File: src/rtl/core/dpd_pkg.sv
// Shared types, constants and the checksum digit decoder for the debug packet deframer.
// No dependencies; compiled first.
package dpd_pkg;

   localparam int MAX_PAYLOAD_DEFAULT = 256;

   localparam int BYTE_WIDTH   = 8;
   localparam int KIND_WIDTH   = 2;
   localparam int LENGTH_WIDTH = 9;

   // Framing and acknowledge characters.
   localparam logic [BYTE_WIDTH-1:0] CHAR_START = 8'h24;  // '$'
   localparam logic [BYTE_WIDTH-1:0] CHAR_END   = 8'h23;  // '#'
   localparam logic [BYTE_WIDTH-1:0] CHAR_ACK   = 8'h2b;  // '+'
   localparam logic [BYTE_WIDTH-1:0] CHAR_NAK   = 8'h2d;  // '-'
   localparam logic [BYTE_WIDTH-1:0] CHAR_ZERO  = 8'h30;  // '0'
   localparam logic [BYTE_WIDTH-1:0] CHAR_NINE  = 8'h39;  // '9'
   localparam logic [BYTE_WIDTH-1:0] CHAR_UP_A  = 8'h41;  // 'A'
   localparam logic [BYTE_WIDTH-1:0] CHAR_UP_Z  = 8'h5a;  // 'Z'
   localparam logic [BYTE_WIDTH-1:0] CHAR_LO_A  = 8'h61;  // 'a'
   localparam logic [BYTE_WIDTH-1:0] LETTER_OFFSET = 8'h0a;
   localparam logic [BYTE_WIDTH-1:0] CASE_BIT   = 8'h20;

   // Result kinds.
   localparam logic [KIND_WIDTH-1:0] KIND_BYTE  = 2'd0;
   localparam logic [KIND_WIDTH-1:0] KIND_START = 2'd1;
   localparam logic [KIND_WIDTH-1:0] KIND_GOOD  = 2'd2;
   localparam logic [KIND_WIDTH-1:0] KIND_BAD   = 2'd3;

   typedef enum logic [1:0] {
      PH_IDLE = 2'd0,
      PH_DATA = 2'd1,
      PH_CK1  = 2'd2,
      PH_CK2  = 2'd3
   } phase_type;

   // Decodes one checksum character. Characters that are not hex digits still
   // map to a nibble: letters are lowered, then offset from 'a' by ten.
   function automatic logic [3:0] hex_nibble(input logic [BYTE_WIDTH-1:0] b);
      logic [BYTE_WIDTH-1:0] low;
      logic [BYTE_WIDTH-1:0] diff;
      begin
         low  = b;
         diff = '0;
         if (b >= CHAR_ZERO && b <= CHAR_NINE) begin
            diff = b - CHAR_ZERO;
         end else begin
            if (b >= CHAR_UP_A && b <= CHAR_UP_Z) begin
               low = b | CASE_BIT;
            end
            diff = low - CHAR_LO_A + LETTER_OFFSET;
         end
         hex_nibble = diff[3:0];
      end
   endfunction

endpackage

File: src/rtl/core/dpd_req_if.sv
// Input channel of the debug packet deframer: valid, ready and one received byte.
// No dependencies.
interface dpd_req_if;
   logic       valid;
   logic       ready;
   logic [7:0] rx_byte;

   modport source (output valid, output rx_byte, input ready);
   modport sink   (input valid, input rx_byte, output ready);
endinterface

File: src/rtl/core/dpd_rsp_if.sv
// Result channel of the debug packet deframer: valid, ready, kind, byte and length.
// No dependencies.
interface dpd_rsp_if;
   logic       valid;
   logic       ready;
   logic [1:0] kind;
   logic [7:0] data_byte;
   logic [8:0] payload_length;

   modport source (output valid, output kind, output data_byte, output payload_length,
                   input ready);
   modport sink   (input valid, input kind, input data_byte, input payload_length,
                   output ready);
endinterface

File: src/rtl/core/debug_packet_deframer.sv
// Top level of the debug packet deframer: framing state machine, checksum and result register.
// Depends on dpd_pkg, dpd_req_if and dpd_rsp_if.
//
//   channel   direction  payload                               transfer when
//   req_chan  in         rx_byte[7:0]                          valid && ready
//   rsp_chan  out        kind[1:0], data_byte[7:0],            valid && ready
//                        payload_length[8:0]
//
// One byte is taken every clock cycle unless the input register is stalled. A byte is held
// in the input register and its result, if any, is written to the result register as the byte
// retires. Reset is synchronous and active high; it clears the framing phase, the counters
// and both valid flags. When the result register is held by a stalled consumer, a byte
// that yields no result still moves through, and the input register only stalls when
// its byte has a result to deliver; req_chan.ready follows from that in the same cycle.
module debug_packet_deframer #(
   parameter int MaxPayload = dpd_pkg::MAX_PAYLOAD_DEFAULT
) (
   input  logic      clock,
   input  logic      reset,
   dpd_req_if.sink   req_chan,
   dpd_rsp_if.source rsp_chan
);
   import dpd_pkg::*;

   // The stored count must be able to reach MaxPayload itself.
   localparam int CountWidth = $clog2(MaxPayload + 1);
   localparam int ExtWidth   = (CountWidth > LENGTH_WIDTH) ? CountWidth : LENGTH_WIDTH;
   localparam logic [CountWidth-1:0] CountLimit = CountWidth'(MaxPayload);

   // Input register.
   logic                  in_valid_ff;
   logic [BYTE_WIDTH-1:0] in_byte_ff;

   // Framing state.
   phase_type             phase_ff, phase_in;
   logic [CountWidth-1:0] count_ff, count_in;
   logic [BYTE_WIDTH-1:0] sum_ff, sum_in;
   logic [3:0]            nibble_ff, nibble_in;

   // Result register.
   logic                    out_valid_ff;
   logic [KIND_WIDTH-1:0]   out_kind_ff, out_kind_in;
   logic [BYTE_WIDTH-1:0]   out_data_ff, out_data_in;
   logic [LENGTH_WIDTH-1:0] out_len_ff, out_len_in;

   logic                    has_result;
   logic                    out_free;
   logic                    advance;
   logic [BYTE_WIDTH-1:0]   theirs;
   logic [ExtWidth-1:0]     count_ext;

   // The byte in the input register is retired when it needs no result slot, or when
   // the result register is empty or being emptied in this cycle.
   assign out_free = !out_valid_ff || rsp_chan.ready;
   assign advance  = in_valid_ff && (out_free || !has_result);
   assign req_chan.ready = !in_valid_ff || advance;

   assign theirs = {nibble_ff, hex_nibble(in_byte_ff)};

   // Next phase.
   always_comb begin
      phase_in = phase_ff;
      case (phase_ff)
         PH_IDLE: begin
            if (in_byte_ff == CHAR_START) phase_in = PH_DATA;
         end
         PH_DATA: begin
            if (in_byte_ff == CHAR_END) phase_in = PH_CK1;
         end
         PH_CK1:  phase_in = PH_CK2;
         PH_CK2:  phase_in = PH_IDLE;
         default: phase_in = PH_IDLE;
      endcase
   end

   // Counters, checksum and the result for the byte in the input register.
   always_comb begin
      has_result  = 1'b0;
      count_in    = count_ff;
      sum_in      = sum_ff;
      nibble_in   = nibble_ff;
      out_kind_in = KIND_BYTE;
      out_data_in = '0;
      count_ext   = '0;
      case (phase_ff)
         PH_IDLE: begin
            if (in_byte_ff == CHAR_START) begin
               count_in    = '0;
               sum_in      = '0;
               has_result  = 1'b1;
               out_kind_in = KIND_START;
            end
         end
         PH_DATA: begin
            if (in_byte_ff == CHAR_START) begin
               // A second start character abandons the packet and opens a new one.
               count_in    = '0;
               sum_in      = '0;
               has_result  = 1'b1;
               out_kind_in = KIND_START;
            end else if (in_byte_ff != CHAR_END && count_ff < CountLimit) begin
               // Bytes past the limit are dropped unsummed.
               count_in    = count_ff + CountWidth'(1);
               sum_in      = sum_ff + in_byte_ff;
               has_result  = 1'b1;
               out_kind_in = KIND_BYTE;
               out_data_in = in_byte_ff;
               count_ext   = ExtWidth'(count_in);
            end
         end
         PH_CK1: begin
            nibble_in = hex_nibble(in_byte_ff);
         end
         PH_CK2: begin
            has_result = 1'b1;
            count_ext  = ExtWidth'(count_ff);
            if (theirs == sum_ff) begin
               out_kind_in = KIND_GOOD;
               out_data_in = CHAR_ACK;
            end else begin
               out_kind_in = KIND_BAD;
               out_data_in = CHAR_NAK;
            end
         end
         default: begin
            has_result = 1'b0;
         end
      endcase
      out_len_in = count_ext[LENGTH_WIDTH-1:0];
   end

   // Input register.
   always_ff @(posedge clock) begin
      if (reset) begin
         in_valid_ff <= 1'b0;
      end else if (req_chan.ready) begin
         in_valid_ff <= req_chan.valid;
      end
      if (req_chan.ready && req_chan.valid) begin
         in_byte_ff <= req_chan.rx_byte;
      end
   end

   // Framing state, updated as each byte retires.
   always_ff @(posedge clock) begin
      if (reset) begin
         phase_ff  <= PH_IDLE;
         count_ff  <= '0;
         sum_ff    <= '0;
         nibble_ff <= '0;
      end else if (advance) begin
         phase_ff  <= phase_in;
         count_ff  <= count_in;
         sum_ff    <= sum_in;
         nibble_ff <= nibble_in;
      end
   end

   // Result register.
   always_ff @(posedge clock) begin
      if (reset) begin
         out_valid_ff <= 1'b0;
      end else if (advance && has_result) begin
         out_valid_ff <= 1'b1;
      end else if (rsp_chan.ready) begin
         out_valid_ff <= 1'b0;
      end
      if (advance && has_result) begin
         out_kind_ff <= out_kind_in;
         out_data_ff <= out_data_in;
         out_len_ff  <= out_len_in;
      end
   end

   assign rsp_chan.valid          = out_valid_ff;
   assign rsp_chan.kind           = out_kind_ff;
   assign rsp_chan.data_byte      = out_data_ff;
   assign rsp_chan.payload_length = out_len_ff;

endmodule

File: src/flat_wrapper.sv
// flat-port wrapper written by rule: the top's interface ports become plain ports
module debug_packet_deframer_flat import dpd_pkg::*;
#(
   parameter int MaxPayload = dpd_pkg::MAX_PAYLOAD_DEFAULT
)
  (clock, reset, req_chan_valid, req_chan_rx_byte, req_chan_ready, rsp_chan_valid, rsp_chan_kind, rsp_chan_data_byte, rsp_chan_payload_length, rsp_chan_ready);
  dpd_req_if req_chan_i ();
  dpd_rsp_if rsp_chan_i ();
  input  logic clock;
  input  logic reset;
  input wire logic [$bits(req_chan_i.valid)-1:0] req_chan_valid;
  input wire logic [$bits(req_chan_i.rx_byte)-1:0] req_chan_rx_byte;
  output wire logic [$bits(req_chan_i.ready)-1:0] req_chan_ready;
  output wire logic [$bits(rsp_chan_i.valid)-1:0] rsp_chan_valid;
  output wire logic [$bits(rsp_chan_i.kind)-1:0] rsp_chan_kind;
  output wire logic [$bits(rsp_chan_i.data_byte)-1:0] rsp_chan_data_byte;
  output wire logic [$bits(rsp_chan_i.payload_length)-1:0] rsp_chan_payload_length;
  input wire logic [$bits(rsp_chan_i.ready)-1:0] rsp_chan_ready;
  assign req_chan_i.valid = req_chan_valid;
  assign req_chan_i.rx_byte = req_chan_rx_byte;
  assign req_chan_ready = req_chan_i.ready;
  assign rsp_chan_valid = rsp_chan_i.valid;
  assign rsp_chan_kind = rsp_chan_i.kind;
  assign rsp_chan_data_byte = rsp_chan_i.data_byte;
  assign rsp_chan_payload_length = rsp_chan_i.payload_length;
  assign rsp_chan_i.ready = rsp_chan_ready;
  debug_packet_deframer #(.MaxPayload(MaxPayload)) u_core (.clock(clock), .reset(reset), .req_chan(req_chan_i), .rsp_chan(rsp_chan_i));
endmodule
File: config.mk
export PLATFORM = sky130hd
export DESIGN_NAME = debug_packet_deframer_flat
export DESIGN_NICKNAME = d
export VERILOG_FILES = /design/src/rtl/core/dpd_pkg.sv /design/src/rtl/core/dpd_req_if.sv /design/src/rtl/core/dpd_rsp_if.sv /design/src/rtl/core/debug_packet_deframer.sv /design/src/flat_wrapper.sv
export SDC_FILE = /design/constraint.sdc
export NUM_CORES = 1
export LEC_CHECK = 0
export BUFFER_PORTS_ARGS = -buffer_cell sky130_fd_sc_hd__buf_2
export CORE_UTILIZATION = 53
export CTS_CLUSTER_SIZE = 14
export DETAILED_ROUTE_END_ITERATION = 16
export PLACE_DENSITY = 0.76
export SYNTH_ARGS = -nofsm -noshare
export SYNTH_HDL_FRONTEND = slang
export SYNTH_SLANG_ARGS = --single-unit
File: constraint.sdc
create_clock -name clock -period 2.9 [get_ports clock]
set_input_delay 0 -clock clock [delete_from_list [all_inputs] [get_ports clock]]
set_output_delay 0 -clock clock [all_outputs]
set_load 0.03 [all_outputs]
* After elaboration in Yosys (flattened, before gate mapping) *
Index checks and enable logic that the tools add are counted.

word-level totals
  flip-flop bits (word level) = 52
  input port bits = 12
  output and inout port bits = 21
  logic and storage cells = 79

operators by class
  add/subtract/negate cells = 7
  $lt $le $gt $ge = 3
  equality and inequality tests = 10
  mux-type cells = 31
  reductions and logical operators = 18

operators by type and width
  operator                                                               count
  9-bit two-way mux                                                      5
  8-bit two-way mux                                                      5
  9-bit case mux with 2 select lines                                     2
  8-bit case mux with 2 select lines                                     2
  8-bit by 6-bit == test with 1-bit output, second input constant        2
  4-bit two-way mux                                                      4
  4-bit by 1-bit subtractor with 4-bit output, second input constant     3
  9-bit by 1-bit adder with 9-bit output, second input constant          1
  9-bit < comparator, second input constant                              1
  4-bit adder, second input constant                                     2
  8-bit adder                                                            1
  8-bit == test                                                          1
  8-bit by 6-bit >= comparator with 1-bit output, second input constant  1
  8-bit by 6-bit <= comparator with 1-bit output, second input constant  1
  8-bit by 6-bit != test with 1-bit output, second input constant        1
  2-bit case mux with 4 select lines                                     1
  1-bit two-way mux                                                      7
  1-bit logical AND                                                      5
  2-bit == test, second input constant                                   2
  2-bit two-way mux                                                      2
  2-bit by 1-bit != test with 1-bit output, second input constant        2
  2-bit case mux with 2 select lines                                     1
  4-bit AND reduction                                                    1
  2-bit nonzero test                                                     2
  10 further kinds                                                       14

* Logic depth before layout (Yosys ltp) *
  depth in word-level cells = 10
  gate-level depth with buffers = 9
  depth with buffers taken out = 7

* Least setup slack after synthesis *
No wires, ideal clock.

  path kind = flip-flop to flip-flop
  start = register u_core.in_byte_ff[0]
  end = register u_core.in_byte_ff[0] (enable)
  setup time = 332 ps
  data arrival time = 2,510 ps
  required time = 2,568 ps
  setup slack = 58 ps
  cell stages (with the launch flop) = 8
  buffers on the path = 1
  period minus slack after synthesis = 2,842 ps
  cells stage by stage = edfxtp_1 -> ha_1 -> clkbuf_2 -> or4b_4 -> o21bai_1 -> nor2_1 -> o311ai_2 -> and2_1

between the ends
  word-level cells in the longest chain between the ends = 10
  elaborated cells on any way between the ends = 12
  classes of those cells = eq/ne: 2; mux: 4; reduce/logical: 6

ends and longest elaborated chain
  what                                      RTL line                      text
  start, declared                           debug_packet_deframer.sv:32   logic [BYTE_WIDTH-1:0] in_byte_ff;
  start signal, assigned                    debug_packet_deframer.sv:140  in_byte_ff <= req_chan.rx_byte;
  8-bit by 6-bit != test with 1-bit output  debug_packet_deframer.sv:101  end else if (in_byte_ff != CHAR_END && count_ff < CountLimit) begin
  1-bit logical AND                         debug_packet_deframer.sv:101
  1-bit two-way mux                         debug_packet_deframer.sv:101
  1-bit two-way mux                         debug_packet_deframer.sv:95   if (in_byte_ff == CHAR_START) begin
  1-bit case mux with 3 select lines (*)    debug_packet_deframer.sv:85   case (phase_ff)
  1-bit zero test (*)                       debug_packet_deframer.sv:55   assign advance = in_valid_ff && (out_free || !has_result);
  1-bit logical OR (*)                      debug_packet_deframer.sv:55
  1-bit logical AND (*)                     debug_packet_deframer.sv:55
  1-bit logical OR (*)                      debug_packet_deframer.sv:56   assign req_chan.ready = !in_valid_ff || advance;
  net req_chan_ready                        flat_wrapper.sv:13            output wire logic [$bits(req_chan_i.ready)-1:0] req_chan_ready;
  1-bit logical AND (*)                     debug_packet_deframer.sv:139  if (req_chan.ready && req_chan.valid) begin

Mark *: on every way through the listed nets, which the timed path passes. The rest lies on a longest branch.
A chain may end at the register's enable or synchronous reset.

* Worst setup path after layout *
  start = register u_core.in_byte_ff[0]
  end = register u_core.in_byte_ff[3] (enable)

between the ends
  word-level cells in the longest chain between the ends = 10
  elaborated cells on any way between the ends = 12
  classes of those cells = eq/ne: 2; mux: 4; reduce/logical: 6

ends and longest elaborated chain
  what                                      RTL line
  8-bit by 6-bit != test with 1-bit output  debug_packet_deframer.sv:101
  1-bit logical AND                         debug_packet_deframer.sv:101
  1-bit two-way mux                         debug_packet_deframer.sv:101
  1-bit two-way mux                         debug_packet_deframer.sv:95
  1-bit case mux with 3 select lines (*)    debug_packet_deframer.sv:85
  1-bit zero test (*)                       debug_packet_deframer.sv:55
  1-bit logical OR (*)                      debug_packet_deframer.sv:55
  1-bit logical AND (*)                     debug_packet_deframer.sv:55
  1-bit logical OR (*)                      debug_packet_deframer.sv:56
  1-bit logical AND (*)                     debug_packet_deframer.sv:139

Mark *: on every way between the ends. The rest lies on a longest branch, timed or not.

==> impl_metrics.json <==
{
  "clock_power_share": 0.326,
  "top_layer_used": "met4",
  "drv_slew": 0,
  "dieArea_mm2": 0.006116,
  "postCtsSetupBuffers": 0,
  "status": "complete, no violations",
  "p_sw_mw": 0.3291,
  "hold_class": "input pin to flop",
  "r2r_cells": 6,
  "rows": 27,
  "h-tree-depth": 2,
  "antenna_found_initial": 0,
  "track_usage": 0.2416,
  "grt_max_degree": 24,
  "endpoint_kind": "flop",
  "grt_pass1_vias": 2414,
  "setup_violations": 0,
  "grt_overflow": 0,
  "cts_made_buffers": 5,
  "port_buffers": 32,
  "cp-start-kind": "flop",
  "diodes": 0,
  "wl_per_cell_um": 16.05,
  "whs_ns": 0.1043,
  "setup_tns_ns": 0,
  "syn_to_final_growth_pct": 14.67,
  "cts_tree": "done",
  "synth_warnings": 0,
  "drt-total-wl_mm": 6.997,
  "root_buffer": "clkbuf_8",
  "route.met3.wl_um": 367,
  "drt-pass1-iter-count": 5,
  "swShare": 0.2473,
  "slowest_delay_ns": 0.53,
  "required_ns": 2.88,
  "drv_cap": 0,
  "synth_seq_cells": 52,
  "power.leakage_nw": 1.433,
  "cts_sinks": 52,
  "path_clk_slew_ns": 0.11,
  "path_class": "flop to flop",
  "ys_types": 69,
  "yosys-top-cells-area": "edfxtp_1 (26%), dfxtp_1 (16%), ha_1 (6.5%), o21ai_0 (4.1%), a21oi_1 (3.4%)",
  "core-area_mm2": 0.005540,
  "clockBufferDepth": 2,
  "synth.avg_cell_area_um2": 9.679,
  "crit_arrival_ns": 2.49,
  "multiInputGateArea_mm2": 0.001638,
  "cts_resized": 0,
  "comb_power_share": 0.083,
  "dr.first_iter.drc_count": 203,
  "vias": 2631,
  "rsz0062_at_grt": "no",
  "grt_pass1_wl_mm": 11.53,
  "io_pins": 33,
  "start_util": 0.5556,
  "max-slew-margin-rel": 0.5941,
  "hold_viol_final": 0,
  "vias_per_cell": 6.034,
  "placed_cell_area_mm2": 0.003334,
  "tightest_slew_ns": 0.6089,
  "gp_congestion": 0.9231,
  "synth_seq_area_share": 0.4260,
  "drc": 0,
  "drive_gt1_frac": 0.1758,
  "intPower_mw": 1.002,
  "wl_met1_mm": 3.241,
  "cp_slowest_cell": "or4b_4",
  "async_flop_share": 0,
  "route.met2.wl_mm": 3.289,
  "synth_top_area_frac": 0.2634,
  "p_per_area_mw_per_mm2": 377.1,
  "crit_chain": "ha_1, or4b_4, o21bai_1, nor2_1, o311ai_2, and2_1",
  "antenna_left": 0,
  "nNetsFinal": 392,
  "synth_top_area_cell": "edfxtp_1",
  "finalClockSkew_ns": 0.01338,
  "seq_area_mm2": 0.001311,
  "syn-num-nets": 347,
  "dpl.hpwl_mm": 5.122,
  "fmax_ghz": 0.3973,
  "ir_drop_mv": 0.2412,
  "timing.final.crit_share": 0.8680,
  "synthesis.area_mm2": 0.003078,
  "min_period_ns": 2.517,
  "synth_edf_count": 27,
  "nFillCells": 488,
  "synth_top_flop_cell": "edfxtp_1",
  "clkLatencyLatePin_ns": 0.31,
  "final_cell_area_mm2": 0.003530,
  "postCtsHoldBufs": 10,
  "holdPathStages": 2,
  "die_x_um": 78.21,
  "critPathMaxFanout": 9,
  "die_h_um": 78.21,
  "syn_inst": 318,
  "power_frac_seq": 0.591
}
## final timing paths
kind,slack (ns),to,from
worst max register to register,0.38,u_core.in_byte_ff[3],u_core.in_byte_ff[0]
worst min register to register,0.51,u_core.sum_ff[0],u_core.sum_ff[0]
worst max-delay path,0.38,u_core.in_byte_ff[3],u_core.in_byte_ff[0]
worst min-delay path,0.10,u_core.phase_ff[1],reset
## cell families after synthesis
family                   count (synthesis)  synth area share
AO/OA/AOI/OAI                           98            0.2252
XOR/XNOR                                 9           0.03008
adder cells (fa/ha/maj)                 17           0.07154
buffers and inverters                   29           0.04187
flip-flops                              52            0.4260
multiplexers                             4           0.01301
AND/OR/NAND/NOR                        109            0.1923
## synthesized netlist by cell type, types with 5 or more instances
cell and n:
o211ai_1 5, edfxtp_1 27, nand2_1 25, dfxtp_1 25, ha_1 16, xor2_1 6, and2_1 5, a21oi_1 21
nor2_1 27, nand3_1 13, nand3b_1 8, a211oi_1 6, clkbuf_1 8, inv_1 14, o21ai_0 25
## state kept, by name (all words and copies together) (netlist names)
signal                          cells
u_core.nibble_ff                    4
u_core.phase_ff                     2
u_core.count_ff                     9
u_core.rsp_chan.data_byte           8
u_core.rsp_chan.kind                2
u_core.rsp_chan.valid               1
u_core.in_byte_ff                   8
u_core.in_valid_ff                  1
u_core.rsp_chan.payload_length      9
u_core.sum_ff                       8
## per-stage QoR
step                setup WS [ns]  utilization  std cells  total power [mW]
finish                     0.3829       0.6371        436             1.331
global route               0.2180       0.6371        436             1.376
CTS                        0.3862       0.6371        436             1.332
detailed placement         0.4022       0.6019        418            0.9006
global placement           0.4908       0.6019        418            0.8997
floorplan                 0.05765            -        318            0.8700
## routing by layer
metal / track usage / vias up
li1: - / 1290
met1: 0.3361 / 1251
met2: 0.3807 / 78
met3: 0.03721 / 12
met4: 0.08704 / 0
met5: 0 / -
## worst max-delay path, delay by kind of cell (launching register included)
family | cells | cell delay (ns)
and+or+nand+nor | 3 | 1.02
AOI/OAI and AO/OA | 2 | 0.51
DFF | 1 | 0.36
adders and majority gates | 1 | 0.31
## layout make-up
class | count | area share
clock buffer | 5 | 0.01950
clock inverter | 3 | 0.007444
multi-input combinational | 237 | 0.4640
inverter | 14 | 0.01489
timing repair buffer | 53 | 0.09713
sequential | 52 | 0.3715
tap | 72 | 0.02552
## cell usage in the layout (no fill, tap or decap), types with 3 or more instances in the layout
cell type      Yosys  final
nand2_1           25     25
a311oi_1           4      4
nor2_1            27     27
and3_1             4      4
a21o_1             4      4
buf_2              3     32
buf_4              2     11
o211ai_1           5      5
mux2i_1            4      4
nand3_1           13     13
xor2_1             6      6
dfxtp_1           25     25
or3_1              3      3
a211oi_1           6      6
clkbuf_8           0      5
and2_1             5      5
o31ai_1            3      3
dlygate4sd3_1      0     10
inv_1             14     14
nor2b_1            4      4
edfxtp_1          27     27
nand3b_1           8      8
a21oi_1           21     21
ha_1              16     16
o21bai_1           3      3
o21ai_0           25     25
## power by group through the flow
stage | clock [mW] | combinational (mW) | sequential (mW)
after global placement | 0 | 0.0978 | 0.802
after CTS | 0.437 | 0.109 | 0.786
after detailed placement | 0 | 0.0980 | 0.803
final | 0.435 | 0.110 | 0.786
after floorplan | 0 | 0.0680 | 0.802
after global routing | 0.469 | 0.120 | 0.787
(Power assumes the default switching activity.)
